$ cat src/rtl/ssr_pkg.sv
// shared types and constants for the srrip stream replacement engine
// no dependencies; used by ssr_rrip_alu and ship_srrip_stream_replacement
package ssr_pkg;

  localparam int MODE_W    = 3;
  localparam int SET_IN_W  = 11;
  localparam int WAY_IN_W  = 4;
  localparam int PC_W      = 18;
  localparam int OUT_W     = 8;
  localparam int PC_FOLD_A = 6;
  localparam int PC_FOLD_B = 12;

  localparam logic [1:0] RRPV_MAX   = 2'd3;
  localparam logic [1:0] REUSE_INIT = 2'd1;

  typedef enum logic [MODE_W-1:0] {
    MODE_HIT    = 3'd0,
    MODE_FILL   = 3'd1,
    MODE_VICTIM = 3'd2,
    MODE_EVICT  = 3'd3,
    MODE_DECAY  = 3'd4
  } mode_e;

  typedef enum logic [1:0] {
    ALU_INC,
    ALU_DEC,
    ALU_MAX
  } alu_op_e;

  typedef struct packed {
    logic [1:0] y;
    logic       gt;
  } alu_res_t;

  typedef enum logic [3:0] {
    ST_CLEAR,
    ST_IDLE,
    ST_MOD,
    ST_READ,
    ST_EXEC,
    ST_FILL,
    ST_EVWR,
    ST_SCAN,
    ST_AGE,
    ST_DECAY,
    ST_DONE
  } state_e;

  function automatic logic [PC_W-1:0] pc_fold(input logic [PC_W-1:0] pc);
    return pc ^ (pc >> PC_FOLD_A) ^ (pc >> PC_FOLD_B);
  endfunction

endpackage

$ cat src/rtl/ssr_rrip_alu.sv
// shared 2-bit unit: saturating increment and decrement, running maximum
// depends on ssr_pkg
module ssr_rrip_alu (
  input  ssr_pkg::alu_op_e  op_i,
  input  logic [1:0]        a_i,
  input  logic [1:0]        b_i,
  output ssr_pkg::alu_res_t res_o
);

  always_comb begin
    res_o.gt = (a_i > b_i);
    unique case (op_i)
      ssr_pkg::ALU_INC: res_o.y = (a_i == 2'd3) ? a_i : a_i + 2'd1;
      ssr_pkg::ALU_DEC: res_o.y = (a_i == 2'd0) ? a_i : a_i - 2'd1;
      ssr_pkg::ALU_MAX: res_o.y = (a_i > b_i) ? a_i : b_i;
      default:          res_o.y = a_i;
    endcase
  end

endmodule

$ cat config.mk
export PLATFORM = sky130hd
export DESIGN_NAME = ssr_rrip_alu
export DESIGN_NICKNAME = d
export VERILOG_FILES = /design/src/rtl/ssr_pkg.sv /design/src/rtl/ssr_rrip_alu.sv
export SDC_FILE = /design/constraint.sdc
export NUM_CORES = 1
export LEC_CHECK = 0
export ABC_AREA = 1
export BUFFER_PORTS_ARGS = -buffer_cell sky130_fd_sc_hd__buf_4
export CORE_AREA = 8 8 45 47
export DETAILED_ROUTE_END_ITERATION = 6
export DIE_AREA = 0 0 53 55
export GPL_TIMING_DRIVEN = 0
export SYNTH_ARGS = -nofsm -noshare
export SYNTH_HDL_FRONTEND = slang
export SYNTH_SLANG_ARGS = --single-unit
$ cat constraint.sdc
create_clock -name vclk -period 2
set_input_delay 0.4 -clock vclk [all_inputs]
set_output_delay 0.4 -clock vclk [all_outputs]
set_load 0.01 [all_outputs]
== After elaboration in Yosys (flattened, before gate mapping) ==
Index checks and enable logic that the tools add are counted.
Widths: inputs -> output; s select.

* Register bits: 0
* Bits of input ports: 6
* Output and inout bits: 3
* Logic and storage cells: 12

* Add/subtract/negate cells: 2
* Order comparisons: 1
* Equality and inequality tests: 3
* Multiplexer cells: 4
* Reductions and logical operators: 2

{| class="wikitable"
|+ Operators by type and width
! kind !! number
|-
| $mux 2 || 3
|-
| $pmux 2 s3 || 1
|-
| $eq 2x2->1 const B || 2
|-
| $logic_not 2->1 || 2
|-
| $add 2x1->2 const B || 1
|-
| $eq 2x1->1 const B || 1
|-
| $gt 2x2->1 || 1
|-
| $sub 2x1->2 const B || 1
|}

== Depth between registers and ports, before layout ==
* Word-level depth: 3
* Mapped depth: 8
* Mapped depth without buffers: 8

== Least setup slack after synthesis ==
OpenSTA, ideal clock, no wires.

* Path type: input port to output port
* Start: in a_i[1]
* End: out res_o[1] (netlist bit)
* Arrival: 1251 ps
* Data required time: 1600 ps
* Path slack: 349 ps
* Stages on the path: 7
* Path buffers: 0
* Cells stage by stage: inv_1 ha_1 o21ai_2 nand2_1 nand2_1 nand3_1 a21oi_2

{| class="wikitable"
|+ RTL lines
! item !! line !! RTL
|-
| start: declaration || ssr_rrip_alu.sv:5 || <nowiki>input logic [1:0] a_i,</nowiki>
|-
| end: declaration || ssr_rrip_alu.sv:7 || <nowiki>output ssr_pkg::alu_res_t res_o</nowiki>
|}

==> flow_summary.toml <==
[sta]
rsz0062_at_grt = "no"
post-route-period-util_pct = 93.68
tightest_slew_ns = 0.1646
whs_ns = 1.159
layout_min_cycle_time_ns = 1.874
drv_slew = 0
setup_tns_ns = 0
finalSetupViolations = 0
relSlewSlack_pct = 88.98
fmax_mhz = 533.7
hold_viol = 0

[logic_synthesis]
netlist_instances = 32
yosys_warnings = 0
syn-cell-area_um2 = 173.9
ys_types = 10
syn-num-nets = 41
synth_seq_area_share_pct = 0
syn_avg_cell_area_um2 = 5.435
synthTopCellsByArea = "ha_1 (22%), inv_1 (17%), nand2_1 (17%), o21ai_2 (10%), nand3_1 (8.6%)"
synth_top_cell_by_area = "ha_1"
synth_top_area_share_pct = 21.58

[global_routing]
grt_pass1_vias = 184
grt_max_degree = 5
grt_overflow = 0
grt_pass1_wl_um = 690
track_usage_pct = 2.834
antenna_found_initial = 0

[final_layout]
fin_area_um2 = 274.0
fin_nets = 52
num_antenna_cells = 0
areaGrowthSynthToFinish_pct = 57.55
clockBufferCount = 0
seq_cells = 0
layout_common_cells = "buf_4 (9), inv_1 (8), nand2_1 (8)"
drive_gt1_share_pct = 39.02
regArea_um2 = 0
post-route-util_pct = 19.80
layoutNonFillerInstCount = 57
final_common_cell = "buf_4"

[route]
detail-route-antenna-nets = 0
dr.first_iter.drc_count = 0
via_count = 200
wl_um = 467
first_pass_iters = 1
drc_errors = 0
via_per_inst = 3.509
routedWlPerCell_um = 8.193

[place]
dpl_cell_area_um2 = 261.5
io_buffers = 9
routabilityCongestion = 0.7326
dp.cells = 57
hpwlAfterDp_um = 404.6

[power_and_ir_drop]
p_leak_uw = 0.0001571
powerDensity_mw_per_mm2 = 230.6
ir_drop_mv = 0.04934

[die]
io_pins = 9
die-area_mm2 = 0.002915
core_area_mm2 = 0.001384
die_w_um = 53
rows = 14
die_h_um = 55
initial_utilization_pct = 12.57

[worst_hold_path]
hp-class = "input port to output port"

[worst_setup_path]
start_kind = "input port"
critPathTopFamily = "buffers and inverters"
worstPathRequired_ns = 1.60
slowest_delay_ns = 0.22
crit_buf_inv = 3
arrival_ns = 1.47
cp_max_fo = 4
crit_path_end_kind = "output port"
worstPathCellList = "buf_4, inv_1, ha_4, o21ai_2, nand2_1, nand2_1, nand3_1, a21oi_2, buf_4"
path_class = "input port to output port"
cp_slowest_cell = "ha_4"

[clocking]
post_cts_buffers = 0
cts_resized = 0
ctsHoldBuffers = 0

[flow_run]
cap_violations = 0

[run_status]
status = "completed"
==> Yosys cell counts (all sizes together) <==
master	count
inv	9
nand2	8
nor2	5
ha	3
nand3	3
o21ai	2
a21oi	1
o211ai	1
==> report_power, final <==
| part | switching (uW) | internal (uW) | total (uW) |
|---|---|---|---|
| sequential | 0 | 0 | 0 |
| combinational | 32.1 | 31.1 | 63.2 |
| clock | 0 | 0 | 0 |
| total | 32.1 | 31.1 | 63.2 |
==> layout make-up <==
type,instances,area [um2]
Inverter,9,33.78
Multi-Input combinational cell,23,152.6
Tap cell,16,20.02
Fill cell,165,1110
Timing Repair Buffer,9,67.56
==> cell families (layout without fill, tap and decap cells) <==
family / Yosys count / count (layout) / synth area share (%)
AOI/OAI and AO/OA: 4 / 4 / 19.43
adders and majority gates: 3 / 3 / 21.59
buffers and inverters: 9 / 18 / 19.42
and+or+nand+nor: 16 / 16 / 39.56
==> metrics by stage <==
step | setup WS, ns | total power, uW
finish | 0.1264 | 63.20
global route | 0.005708 | 71.76
CTS | 0.07769 | 62.19
detailed placement | 0.07816 | 62.11
global placement | 0.1069 | 60.37
floorplan | 0.3491 | 33.17
==> final timing paths <==
kind,from,to,depth (start not counted)
worst max-delay path,a_i[1],res_o[1],9
worst min-delay path,a_i[0],res_o[1],4
==> worst min-delay path, cell delays in order <==
cell and delay (ns):
buf_4 0.10, nor2_1 0.05, a21oi_2 0.09, buf_4 0.12
==> layer usage <==
metal,track usage (%),wire [um]
met2,4.297,208
met5,0,0
met4,0,0
met1,4.072,206
met3,0.8021,52
Power figures use the tool's default switching activity.
