### config.mk
export PLATFORM = sky130hd
export DESIGN_NAME = ssr_ram
export DESIGN_NICKNAME = d
export VERILOG_FILES = /design/src/rtl/ssr_ram.sv
export SDC_FILE = /design/constraint.sdc
export NUM_CORES = 1
export LEC_CHECK = 0
export BUFFER_PORTS_ARGS = -buffer_cell sky130_fd_sc_hd__buf_2
export CAP_MARGIN = 15
export CORE_UTILIZATION = 25
export CTS_CLUSTER_DIAMETER = 60
export DETAILED_ROUTE_END_ITERATION = 6
export GPL_ROUTABILITY_DRIVEN = 1
export SLEW_MARGIN = 20
export SYNTH_ARGS = -nofsm -noshare
export SYNTH_HDL_FRONTEND = slang
export SYNTH_SLANG_ARGS = --single-unit
### constraint.sdc
create_clock -name clk_i -period 2.1 [get_ports clk_i]
set_input_delay 0.105 -clock clk_i [delete_from_list [all_inputs] [get_ports clk_i]]
set_output_delay 0.105 -clock clk_i [all_outputs]
set_load 0.005 [all_outputs]
### src/rtl/ssr_ram.sv
// generic simple dual-port ram, one write and one registered read port
// no dependencies
module ssr_ram #(
  parameter int WIDTH = 8,
  parameter int DEPTH = 16,
  localparam int AW = (DEPTH > 1) ? $clog2(DEPTH) : 1
) (
  input  logic             clk_i,
  input  logic             we_i,
  input  logic [AW-1:0]    waddr_i,
  input  logic [WIDTH-1:0] wdata_i,
  input  logic             re_i,
  input  logic [AW-1:0]    raddr_i,
  output logic [WIDTH-1:0] rdata_o
);

  logic [WIDTH-1:0] mem_q [DEPTH];
  logic [WIDTH-1:0] rdata_q;

  always_ff @(posedge clk_i) begin
    if (we_i) begin
      mem_q[waddr_i] <= wdata_i;
    end
    if (re_i) begin
      rdata_q <= mem_q[raddr_i];
    end
  end

  assign rdata_o = rdata_q;

endmodule

# --- Word-level counts from Yosys, hierarchy flattened ---
# Memory sizes are Yosys's and may differ from the RTL's. A register that Yosys moved wholly into a read port is not among the register bits.
# Cells that the tools add are included.
totals:
  reg_bits: 0
  ram_bits: 128
  mem_count: 1
classes:
  muxes: 2
mem_list:
  columns: ["name", "words", "width", "rd", "rd_ports_with_merged_regs", "write_ports", "line_no", "source"]
  rows:
  - ["mem_q", 16, 8, 1, 1, 1, "17", "logic [WIDTH-1:0] mem_q [DEPTH];"]
ops:
  columns: ["cell", "count"]
  rows:
  - ["2-to-1 mux 1 bit", 2]

# --- Longest topological paths before layout ---
depth:
  ltp_word: 2
  ltp_mapped: 5
  depth_no_buf: 3

# --- Worst setup path before layout ---
# No wires, ideal clock.
synth_timing:
  kind: "in2reg"
  start: "in waddr_i[2]"
  end: "mem mem_q[0][0] (enable)"
  arrival_time_ns: 1.215
  path_slack_ns: 0.502
  stages: 2
  path_buffers: 0
  path_cell_list: "or3b_2 > nor3_1"
synth_rtl:
  columns: ["element", "line_no", "source"]
  rows:
  - ["from (decl)", "10", "input logic [AW-1:0] waddr_i,"]
  - ["to (decl)", "17", null]
# Straight into the memory's write port.

==> run_results.csv <==
group,metric,value,unit
floorplan,die_area,21490,um2
cts,clk_pin_slew,0.06,ns
cts,post_cts_buffers,0,
cts,ctsHoldBuffers,0,
floorplan,start_util,25.67,%
grt,grt_pass1_vias,2661,
sta,period_needed,1.445,ns
setup_path,r2r_cells,3,
synth,yosys.area_share.simple,3.135,%
sta,max_freq,692.2,MHz
synth,avgSynthCellArea,22.83,um2
synth,synth.distinct_cells,18,
cts,clock_latency,0.40,ns
cts,cts_buffers,17,
setup_path,critPathKind,"flop to flop",
layout,diodes,0,
pwr,p_per_area,959.2,nW/um2
grt,antenna_found_initial,0,
setup_path,r2r_setup_slack,0.66,ns
floorplan,num_rows,52,
sta,period_share,68.80,%
drt,drtIter0Drc,269,
layout,fin_nets,302,
drt,ant_nets,0,
cts,root_buffer,"clkbuf_16",
pwr,ir_drop,0.4988,mV
min_path,hold_class,"input pin to flop",
drt,vias_per_cell,4.333,
flow_run,cap_violations,0,
sta,setup_violations,0,
sta,tightest_slew,0.7111,ns
synth,synthTopCellsByArea,"edfxtp_1 (78%), mux4_2 (7.8%), mux4_1 (7.0%), a22oi_1 (2.3%), nor2_1 (0.93%)",
sta,slew_headroom,52.49,%
floorplan,die_w,146.6,um
synth,synthesis.area,5228,um2
setup_path,worstPathArrival,1.60,ns
synth,netlist_top_cells_count,"edfxtp_1 (136), mux4_2 (18), a22oi_1 (16)",
sta,finClkSkew,0.005951,ns
floorplan,dieHeight,146.6,um
layout,final_layout_size_suffix_gt1_share,30.17,%
setup_path,required,2.25,ns
synth,yosysTopAreaCell,"edfxtp_1",
synth,ys_ff_latch,136,
synth,synthMuxAreaShare,14.79,%
synth,synth_top_area_share,78.12,%
grt,grt_pass1_wl,15640,um
layout,multi_input_area,1057,um2
min_path,hold_start,"re_i",
status,status,"completed",
synth,synthXorXnorAreaFrac,0,%
setup_path,path_max_fanout,1,
min_path,hold_depth,1,
synth,synth-compound-area-share,2.298,%
cts,htreeDepth,4,
synth,synth_top_family_by_area,"multiplexers",
setup_path,rr_endpoint,"rdata_o[5]$_DFFE_PP_",
placed_design,routabilityCongestion,0.7033,
layout,syn_to_final_growth,21.13,%
synth,synth.most_common_cell,"edfxtp_1",
synth,synth_ff_type,"edfxtp_1",
layout,fill_cells,1947,
drt,wirelength,10220,um
sta,finalHoldViolations,0,
synth,synthAdderAreaFrac,0,%
synth,ys_seq_area_share,78.12,%
sta,finalSetupTns,0,ns
min_path,hold_path_end,"rdata_o[5]$_DFFE_PP_",
setup_path,end_kind,"flop",
cts,cts.sinks,136,
setup_path,r2r-start,"mem_q[2][5]$_DFFE_PP_",
floorplan,core_area,20360,um2
drt,drtPass1Iterations,4,
drt,vias,2448,
setup_path,cp-start-kind,"flop",
synth,synth_cells,229,
cts,clockBufferDepth,2,
layout,final-seq-area,4084,um2
sta,rsz0062_at_grt,"no",
cts,cts_tree,"yes",
drt,drc,0,
cts,ctsResizeCount,0,
placed_design,portBuffers,26,
sta,drv_slew,0,
drt,wl_per_cell,18.09,um
grt,track_usage,10.13,%
pwr,leakagePower,0.002086,uW
placed_design,dp_hpwl,6908,um
synth,syn-num-nets,248,
synth,yosysWarningCount,0,
layout,final_util,31.09,%
synth,synth-edff-count,136,
synth,ys_async_sr_fraction,0,%
grt,grt_max_degree,33,
grt,grt-ovfl-total,0,
floorplan,io_pins,27,
critical path, stage by stage, from the launching register on:
cell	delay, ns
edfxtp_1	0.36
mux4_1	0.50
a22oi_1	0.26
nand2_1	0.08
kinds of logic (layout without fill, tap and decap cells):
logic type             Yosys count  after routing
and+or+nand+nor                 35             35
buffers and inverters           10             76
DFF                            136            136
AOI/OAI and AO/OA               16             16
muxes                           32             32
cell usage in the layout, fill, tap and decap left out:
| cell type | count |
|---|---|
| mux4_1 | 14 |
| buf_2 | 26 |
| nand3b_1 | 2 |
| and2_1 | 1 |
| buf_12 | 3 |
| nand2b_1 | 2 |
| clkbuf_1 | 2 |
| and2b_1 | 1 |
| bufinv_16 | 2 |
| clkinvlp_4 | 2 |
| a22oi_1 | 16 |
| nor2b_1 | 1 |
| edfxtp_1 | 136 |
| mux4_2 | 18 |
| buf_4 | 16 |
| clkinv_2 | 4 |
| nand3_1 | 1 |
| nand2_1 | 9 |
| or3b_2 | 1 |
| nor2_1 | 13 |
| clkinv_1 | 4 |
| nor3_1 | 4 |
| clkbuf_16 | 17 |
metrics by stage:
step           instances  setup slack [ns]  instance area [um2]  power [uW]  hold slack, ns
3_5_place_dp         534            0.3712                 5789        3421          0.4873
5_1_grt              565            0.5835                 6332        6267         0.07154
4_1_cts              565            0.6267                 6332        6128         0.06202
2_1_floorplan        229            0.5021                 5228        3282          0.2039
6_report             565            0.6552                 6332        6074         0.07642
3_3_place_gp         534            0.3872                 5789        3411          0.4883
area by class of cell:
| class | instances | area share [%] |
|---|---|---|
| Clock inverter | 12 | 1.739 |
| Timing Repair Buffer | 45 | 4.900 |
| Tap cell | 270 | 5.335 |
| Multi-Input combinational cell | 83 | 16.70 |
| Clock buffer | 19 | 6.837 |
| Sequential cell | 136 | 64.49 |
sequential cells by signal, summed over array words and instances, names as in the netlist:
| name | count |
|---|---|
| mem_q | 128 |
| rdata_o | 8 |
worst max path at each step:
stage / startpoint / endpoint / depth (start not counted)
CTS: mem_q[2][5]$_DFFE_PP_ / rdata_o[5]$_DFFE_PP_ / 3
detailed placement: raddr_i[0] / rdata_o[5]$_DFFE_PP_ / 5
finish: mem_q[2][5]$_DFFE_PP_ / rdata_o[5]$_DFFE_PP_ / 3
global placement: raddr_i[0] / rdata_o[5]$_DFFE_PP_ / 5
global route: mem_q[9][4]$_DFFE_PP_ / rdata_o[4]$_DFFE_PP_ / 3
floorplan: waddr_i[2] / mem_q[0][0]$_DFFE_PP_ / 2
report_power, final:
| part | switching (uW) | total [uW] | leakage (uW) | internal [uW] |
|---|---|---|---|---|
| combinational | 158 | 280 | 0.000588 | 122 |
| clock | 1000 | 2710 | 0.000262 | 1710 |
| sequential | 18.3 | 3080 | 0.00124 | 3060 |
| total | 1180 | 6070 | 0.00209 | 4890 |
routing by layer:
layer / global-route usage, % / vias to the layer above / share of wire [%]
met1: 13.29 / 1268 / 43
met5: 0 / - / 0
li1: - / 1083 / -
met2: 15.85 / 87 / 47
met3: 3.125 / 10 / 8.6
met4: 3.490 / 0 / 1.4
(Power assumes the default switching activity.)
